`src/hw/rtl/quaternion_to_euler_angles_assert.svh`:
```
// Assertion macros for the quaternion to Euler angle converter.
// Used by the top level only; needs no package.
`ifndef QUATERNION_TO_EULER_ANGLES_ASSERT_SVH
`define QUATERNION_TO_EULER_ANGLES_ASSERT_SVH

// Consequent must hold in the same cycle as the antecedent.
`define QTE_ASSERT_NOW(label, clk, rst, ante, cons) \
   label: assert property (@(posedge clk) disable iff (rst) (ante) |-> (cons)) \
      else $error("quaternion_to_euler_angles check failed");

// Consequent must hold in the cycle after the antecedent.
`define QTE_ASSERT_NEXT(label, clk, rst, ante, cons) \
   label: assert property (@(posedge clk) disable iff (rst) (ante) |=> (cons)) \
      else $error("quaternion_to_euler_angles check failed");

`endif

```
`src/hw/rtl/qte_pkg.sv`:
```
// Shared widths, stage types and the arctangent table of the quaternion converter.
// No dependencies.
package qte_pkg;

   localparam int Q_W         = 16;
   localparam int ROLL_W      = 16;
   localparam int PITCH_W     = 15;
   localparam int HEAD_W      = 16;
   localparam int DECL_W      = 16;
   localparam int PROD_W      = 32;
   localparam int TERM_W      = 35;
   localparam int VEC_W       = 38;
   localparam int ACC_W       = 33;
   localparam int ANG_W       = 17;
   localparam int SIN_W       = 30;
   localparam int RAD_W       = 57;
   localparam int COS_W       = 29;
   localparam int STAGE_LIMIT = 24;
   localparam int SQRT_STAGES = 29;
   localparam int PITCH_DELAY = 3 + SQRT_STAGES;

   localparam logic signed [TERM_W-1:0] ONE_Q28       = TERM_W'(64'sd268435456);
   localparam logic signed [ACC_W-1:0]  HALF_TURN_ACC = 33'sd1179648000;
   localparam logic        [RAD_W-1:0]  SQRT_TOP      = RAD_W'(1) << 56;

   localparam logic [ACC_W-1:0] ATAN_TAB [STAGE_LIMIT] = '{
      33'd294912000, 33'd174096719, 33'd91987925, 33'd46694507,
      33'd23437865,  33'd11730358,  33'd5866610,  33'd2933484,
      33'd1466764,   33'd733385,    33'd366693,   33'd183346,
      33'd91673,     33'd45837,     33'd22918,    33'd11459,
      33'd5730,      33'd2865,      33'd1432,     33'd716,
      33'd358,       33'd179,       33'd90,       33'd45
   };

   typedef struct packed {
      logic signed [VEC_W-1:0] x;
      logic signed [VEC_W-1:0] y;
      logic signed [ACC_W-1:0] acc;
      logic                    zero;
   } cordic_vec_type;

   typedef struct packed {
      logic        [RAD_W-1:0] rem;
      logic        [RAD_W-1:0] root;
      logic signed [SIN_W-1:0] sin;
   } sqrt_vec_type;

endpackage

```
`src/hw/rtl/qte_sqrt_cell.sv`:
```
// One restoring square root step, resolving one root bit per cell.
// Depends on qte_pkg.
module qte_sqrt_cell #(
   parameter int STAGE = 0
) (
   input  logic                  clock,
   input  logic                  en,
   input  qte_pkg::sqrt_vec_type vec_i,
   output qte_pkg::sqrt_vec_type vec_o
);
   import qte_pkg::*;

   localparam logic [RAD_W:0] BIT = (RAD_W+1)'(1) << (56 - 2 * STAGE);

   sqrt_vec_type vec_ff;
   sqrt_vec_type vec_in;
   logic [RAD_W:0] trial;
   logic [RAD_W:0] half_root;

   always_comb begin
      trial     = {1'b0, vec_i.root} + BIT;
      half_root = {2'b00, vec_i.root[RAD_W-1:1]};
      vec_in.sin = vec_i.sin;
      if ({1'b0, vec_i.rem} >= trial) begin
         vec_in.rem  = RAD_W'({1'b0, vec_i.rem} - trial);
         vec_in.root = RAD_W'(half_root + BIT);
      end else begin
         vec_in.rem  = vec_i.rem;
         vec_in.root = RAD_W'(half_root);
      end
   end

   always_ff @(posedge clock) begin
      if (en) begin
         vec_ff <= vec_in;
      end
   end

   assign vec_o = vec_ff;

endmodule

```
`config.mk`:
```
export PLATFORM = sky130hd
export DESIGN_NAME = qte_sqrt_cell
export DESIGN_NICKNAME = d
export VERILOG_FILES = /design/src/hw/rtl/quaternion_to_euler_angles_assert.svh /design/src/hw/rtl/qte_pkg.sv /design/src/hw/rtl/qte_sqrt_cell.sv
export SDC_FILE = /design/constraint.sdc
export NUM_CORES = 1
export LEC_CHECK = 0
export ABC_AREA = 1
export BUFFER_PORTS_ARGS = -buffer_cell sky130_fd_sc_hd__buf_2
export CAP_MARGIN = 30
export CORE_UTILIZATION = 36
export DETAILED_ROUTE_END_ITERATION = 8
export MAX_ROUTING_LAYER = met4
export PLACE_DENSITY = 0.63
export REMOVE_ABC_BUFFERS = 1
export SYNTH_ARGS = -nofsm -noshare
export SYNTH_HDL_FRONTEND = slang
export SYNTH_SLANG_ARGS = --single-unit
```
`constraint.sdc`:
```
create_clock -name clock -period 5.9 [get_ports clock]
set_clock_uncertainty 0.15 [all_clocks]
set_input_delay 0.295 -clock clock [delete_from_list [all_inputs] [get_ports clock]]
set_output_delay 0.295 -clock clock [all_outputs]
set_load 0.005 [all_outputs]
```
==> results of run 1 <==
## critical path: cells and delay by family
family                     cells  cell delay [ps]
buffers and inverters          4             1370
AOI/OAI and AO/OA              1              220
adders and majority gates      1              340
and+or+nand+nor                8             1080
## cell type report
cell class	instances	area share
Clock inverter	15	0.01557
Multi-Input combinational cell	989	0.3462
Inverter	364	0.09714
Sequential cell	144	0.3074
Clock buffer	17	0.03024
Tap cell	384	0.03416
Timing Repair Buffer	381	0.1693
## how the worst max path moves through the flow
stage	startpoint	endpoint	slack (ps)	depth (start not counted)
3_5_place_dp	vec_i[52]	vec_o[110]	2650	13
3_3_place_gp	vec_i[52]	vec_o[89]	2710	13
4_1_cts	vec_i[53]	vec_o[110]	2580	14
2_1_floorplan	vec_i[87]	vec_o[136]	2770	12
6_report	vec_i[52]	vec_o[110]	2520	14
5_1_grt	vec_i[52]	vec_o[110]	2280	14
## stage by stage
step / instance area (µm²) / total power [mW] / hold slack (ps)
finish: 14070 / 3.322 / 21.35
global route: 14070 / 3.493 / 13.78
CTS: 14040 / 3.348 / 0.6262
detailed placement: 12520 / 2.081 / 323.1
global placement: 12520 / 2.076 / 322.0
floorplan: 10560 / 1.744 / 243.9
## routing by layer
layer  track usage  part of all wire  up-vias
met4       0.04861            0.0097        0
met2        0.3910              0.46      271
met5             -                 0        -
li1              -                 -     5399
met3       0.03412             0.044       22
met1        0.3186              0.48     4708
## cells in the final DEF (no fill, tap or decap), types with 16 or more instances in the layout
cell / count
edfxtp_1: 144
nand3_1: 80
xor2_1: 29
ha_1: 58
buf_2: 288
nor2_1: 93
a21oi_1: 28
inv_2: 16
nand2_1: 577
clkbuf_16: 17
dlygate4sd3_1: 87
o21ai_1: 20
inv_1: 347
## power groups by stage
stage	clock, mW	sequential (mW)	combinational, mW
2_1_floorplan	0	1.30	0.442
3_3_place_gp	0	1.28	0.792
3_5_place_dp	0	1.29	0.794
4_1_cts	1.24	1.27	0.843
5_1_grt	1.28	1.27	0.945
6_report	1.21	1.26	0.846
## cells by family after synthesis
| group | after synthesis | share of synthesized area |
|---|---|---|
| simple gates | 838 | 0.3321 |
| buf+inv | 379 | 0.1384 |
| flops | 144 | 0.4053 |
| fa+ha+maj | 59 | 0.06989 |
| xor+xnor | 29 | 0.02380 |
| compound gates | 63 | 0.03061 |
## repair_timing
action / 4_1_cts / 5_1_grt
hold buffers: 87 / 0
endpoints found under the hold margin: 87 / 0
buffers inserted: 0 / 0
==> flow_metrics.py, run 1 <==
metrics = {
    "pwr": {
        "power.clock.fraction": 0.365,
        "ir_drop_v": 0.0001382,
        "power.net_switching_mw": 1.034,
        "leakagePower_nw": 7.671,
        "seqPwrFrac": 0.380,
        "power_frac_comb": 0.255,
        "power_density_mw_per_mm2": 236.2,
        "internal_power_mw": 2.288,
        "switching_share": 0.3113,
    },
    "drt": {
        "wl_um": 35130,
        "drc_errors": 0,
        "first_pass_iters": 4,
        "vias_per_cell": 4.534,
        "ant_nets": 0,
        "num_vias": 10400,
        "wl_per_cell_um": 15.31,
        "drt_iter0_drc": 592,
    },
    "cells_and_area": {
        "insertedDiodeCount": 0,
        "fin_util": 0.4861,
        "nNetsFinal": 2102,
        "fillCellCount": 2988,
        "largest_register_ffs": 144,
        "fin_cells": 2294,
        "seq_area_mm2": 0.004324,
        "area_growth_pct": 31.82,
        "drive_above_1_share": 0.1995,
        "multi_input_comb_area_mm2": 0.004870,
    },
    "cts": {
        "post_cts_resized": 0,
        "path_clk_slew_ps": 60,
        "cts_root_buf": "clkbuf_16",
        "clock_path_buffers": 2,
        "clkSinkCount": 144,
        "htree_levels": 4,
        "cts_buffers": 17,
        "cts_tree": "yes",
    },
    "synth": {
        "synth_async_sr_flop_share": 0,
        "synth_ff_type": "edfxtp_1",
        "synthesis.instances": 1512,
        "synth_top_area_share": 0.4053,
        "synth-seq-area-share": 0.4053,
        "yosys.area.top_type": "edfxtp_1",
        "ys_ff_latch": 144,
        "synth_cell_type_count": 34,
        "synthTopCellsByCount": "nand2_1, inv_1, edfxtp_1, nor2_1, nand3_1",
        "yosys-top-cells-area": "edfxtp_1, nand2_1, inv_1, ha_1, nand3_1",
        "synth_edf_count": 144,
        "syn_area_mm2": 0.01067,
        "avgSynthCellArea_um2": 7.057,
        "yosysWarnings": 0,
        "synth.most_common_cell": "nand2_1",
    },
    "worst_setup_path": {
        "worstPathArrival_ps": 3370,
        "crit_path_top_delay_cell": "buf_4",
        "cp_common_cell": "nand2_1",
        "cp.required_ps": 5890,
        "worst_path_largest_cell_delay_ps": 690,
        "crit_chain": "dlygate4sd3_1 -> buf_2 -> inv_1 -> ha_1 -> nand2_1 -> nor2_2 -> nand2_1 -> nor2_1 -> nand2_1 -> nand3_2 -> nand2_1 -> nand3_2 -> buf_4 -> o21ai_0",
        "endpoint_kind": "flop",
        "crit_type": "input pin to flop",
        "start_kind": "input pin",
        "critPathMaxFanout": 84,
    },
    "sta": {
        "fin_crit_sh": 0.5730,
        "setup_violations": 0,
        "rsz0062_at_grt": "false",
        "hold_violations": 0,
        "fin_crit_ps": 3381,
        "setup_tns_ps": 0,
        "maxSlewHeadroom": 0.3880,
        "drv_slew": 0,
        "worst_slew_pin_slew_ps": 918.0,
        "setup_slack_ps": 2519,
        "fmax_ghz": 0.2958,
    },
    "place": {
        "place_inst": 2174,
        "place_ws_ps": 2652,
        "portBuffers": 289,
        "dp_hpwl_um": 28260,
        "gp_congestion": 0.9493,
    },
    "global_routing": {
        "grt_pass1_wl_um": 53980,
        "antenna_found_initial": 0,
        "grt_max_degree": 85,
        "grt_usage": 0.2405,
        "grt_pass1_vias": 10050,
        "grt_overflow": 0,
    },
    "die": {
        "start_util": 0.3688,
        "die_y_um": 174.2,
        "core_area_mm2": 0.02894,
        "num_io_pins": 290,
        "fp-row-count": 62,
        "die_area_mm2": 0.03033,
        "die_w_um": 174.2,
    },
    "flow_run": {
        "drv_cap": 0,
    },
    "run_status": {
        "outcome": "complete, no violations",
    },
    "hold_path": {
        "holdPathStages": 3,
        "whs_endpoint": "vec_o[121]",
        "hold_start": "vec_i[121]",
        "hold_path.class": "input pin to flop",
    },
}
Note: power is estimated with default switching activity, not from simulation.
==> inputs of run 2 (changes only) <==
- clock period: 5.9 -> 3.3 ns (I/O delays scaled with it)
==> run 2 against run 1 <==
  * Clock-buffer cell count did not move
  * First-iteration DRC count grew 10%
  * Setup slack worse by 2300 ps
  * Worst hold slack improved by 16 ps
  * Design area up 3.7%
  * Utilization increased by 1.8 points
  * Combinational power rose by 87%
  * Non-clock buffer count increased by 59
  * Power increased by 73%
  * Clock power increased by 58%
  * Via count is 2.9% higher
  * Critical path depth rose by 1
  * Critical path type unchanged
==> flow_metrics.py, run 2 (same netlist as run 1, synthesis figures left out) <==
metrics = {
    "pwr": {
        "power.net_switching_mw": 1.905,
        "p_total_mw": 5.748,
        "power_frac_comb": 0.275,
        "ir_drop_v": 0.0002763,
        "leakagePower_nw": 7.881,
        "switching_share": 0.3314,
        "internal_power_mw": 3.843,
        "seqPwrFrac": 0.393,
        "power_density_mw_per_mm2": 394.2,
        "power.clock.fraction": 0.332,
    },
    "sta": {
        "maxSlewHeadroom": 0.5663,
        "hold_violations": 0,
        "fin_crit_ps": 3039,
        "rsz0062_at_grt": "false",
        "setup_tns_ps": 0,
        "fmax_ghz": 0.3291,
        "worst_slew_pin_slew_ps": 645.5,
        "setup_slack_ps": 261.1,
        "fin_crit_sh": 0.9209,
        "setup_violations": 0,
        "drv_slew": 0,
    },
    "global_routing": {
        "grt_util_met1": 0.3205,
        "grt_pass1_wl_um": 56250,
        "grt_overflow": 0,
        "met2_usage": 0.4163,
        "grt_use_met3": 0.03850,
        "grt_usage": 0.2502,
        "grt_max_degree": 59,
        "busiest_layer": "met2",
        "grt_pass1_vias": 10550,
        "antenna_found_initial": 0,
    },
    "die": {
        "die_y_um": 174.2,
        "core_area_mm2": 0.02894,
        "fp-row-count": 62,
        "die_w_um": 174.2,
        "die_area_mm2": 0.03033,
        "num_io_pins": 290,
        "start_util": 0.3688,
    },
    "worst_setup_path": {
        "endpoint_kind": "flop",
        "start_kind": "input pin",
        "worstPathArrival_ps": 3070,
        "crit_type": "input pin to flop",
        "critPathMaxFanout": 50,
        "cp.required_ps": 3330,
    },
    "cts": {
        "clock_path_buffers": 2,
        "htree_levels": 4,
        "cts_setup_buffers": 0,
        "cts_buffers": 17,
        "clkSinkCount": 144,
        "cts_hold_buf": 143,
        "cts_tree": "yes",
        "cts_root_buf": "clkbuf_16",
        "path_clk_slew_ps": 70,
        "post_cts_resized": 0,
    },
    "cells_and_area": {
        "final_cell_mix": "nand2_1, inv_1, buf_2",
        "area_growth_pct": 36.67,
        "fillCellCount": 2950,
        "design_area_mm2": 0.01458,
        "multi_input_comb_area_mm2": 0.004870,
        "seq_area_mm2": 0.004324,
        "drive_above_1_share": 0.1950,
        "nNetsFinal": 2161,
        "insertedDiodeCount": 0,
        "fin_util": 0.5040,
        "final_common_cell": "nand2_1",
        "largest_register_ffs": 144,
    },
    "place": {
        "dp_hpwl_um": 28980,
        "portBuffers": 289,
        "placed_area_mm2": 0.01258,
        "gp_congestion": 0.9366,
        "place_ws_ps": 380.0,
    },
    "drt": {
        "drc_errors": 0,
        "vias_per_cell": 4.546,
        "first_pass_iters": 5,
        "wl_per_cell_um": 15.49,
        "wl_um": 36450,
        "drt_iter0_drc": 652,
        "ant_nets": 0,
        "num_vias": 10700,
    },
    "run_status": {
        "outcome": "complete, no violations",
    },
    "flow_run": {
        "drv_cap": 0,
    },
    "hold_path": {
        "hold_path.class": "input pin to flop",
    },
}
==> run 2: cell types whose count changed in the layout (fill, tap and decap cells not counted), sizes merged <==
cell         change
dlygate4sd3     +56
clkinv           +5
bufinv           -4
buf              +3
inv              -2
clkinvlp         +1
==> run 2: worst paths after layout <==
kind,to,startpoint,slack [ps],cells after the start
setup / recovery,vec_o[102],vec_i[87],260,15
hold / removal,vec_o[10],en,40,1
==> run 2: worst max-delay path, stage by stage <==
cell and delay (ps):
dlygate4sd3_1 530, buf_2 110, inv_1 70, ha_1 180, inv_1 80, fa_1 440, nand3_1 130, nand3_2 140
nand2_1 100, nand3_2 110, nand2_1 100, nand3_2 350, buf_12 320, nand2_1 100, o21ai_1 60
==> run 2: cell type report <==
type	count	area share
multi-input cells	989	0.3339
flip-flops and latches	144	0.2965
repair buffers	440	0.2036
inverters	364	0.09369
well taps	384	0.03295
clock buffers	17	0.02917
clock inverters	15	0.01012
==> run 2: metrics by stage <==
stage	hold WS [ps]	instances
5_1_grt	59.08	2353
4_1_cts	44.92	2353
6_report	37.43	2353
3_5_place_dp	193.8	2178
2_1_floorplan	113.9	1497
3_3_place_gp	192.0	2178
==> run 2: power by group through the flow <==
stage / clock network [mW] / logic, mW / registers [mW]
after floorplan: 0 / 0.790 / 2.33
after global placement: 0 / 1.43 / 2.30
after detailed placement: 0 / 1.44 / 2.30
after CTS: 1.94 / 1.58 / 2.26
after global routing: 2.00 / 1.76 / 2.28
final: 1.91 / 1.58 / 2.26
==> run 2: per-layer routing <==
metal  up-vias  part of all wire  wire [µm]
met1      4871              0.47      17140
met2       284              0.47      17080
met5         -                 0          0
li1       5512                 -          -
met4         0             0.012        447
met3        30             0.049       1779
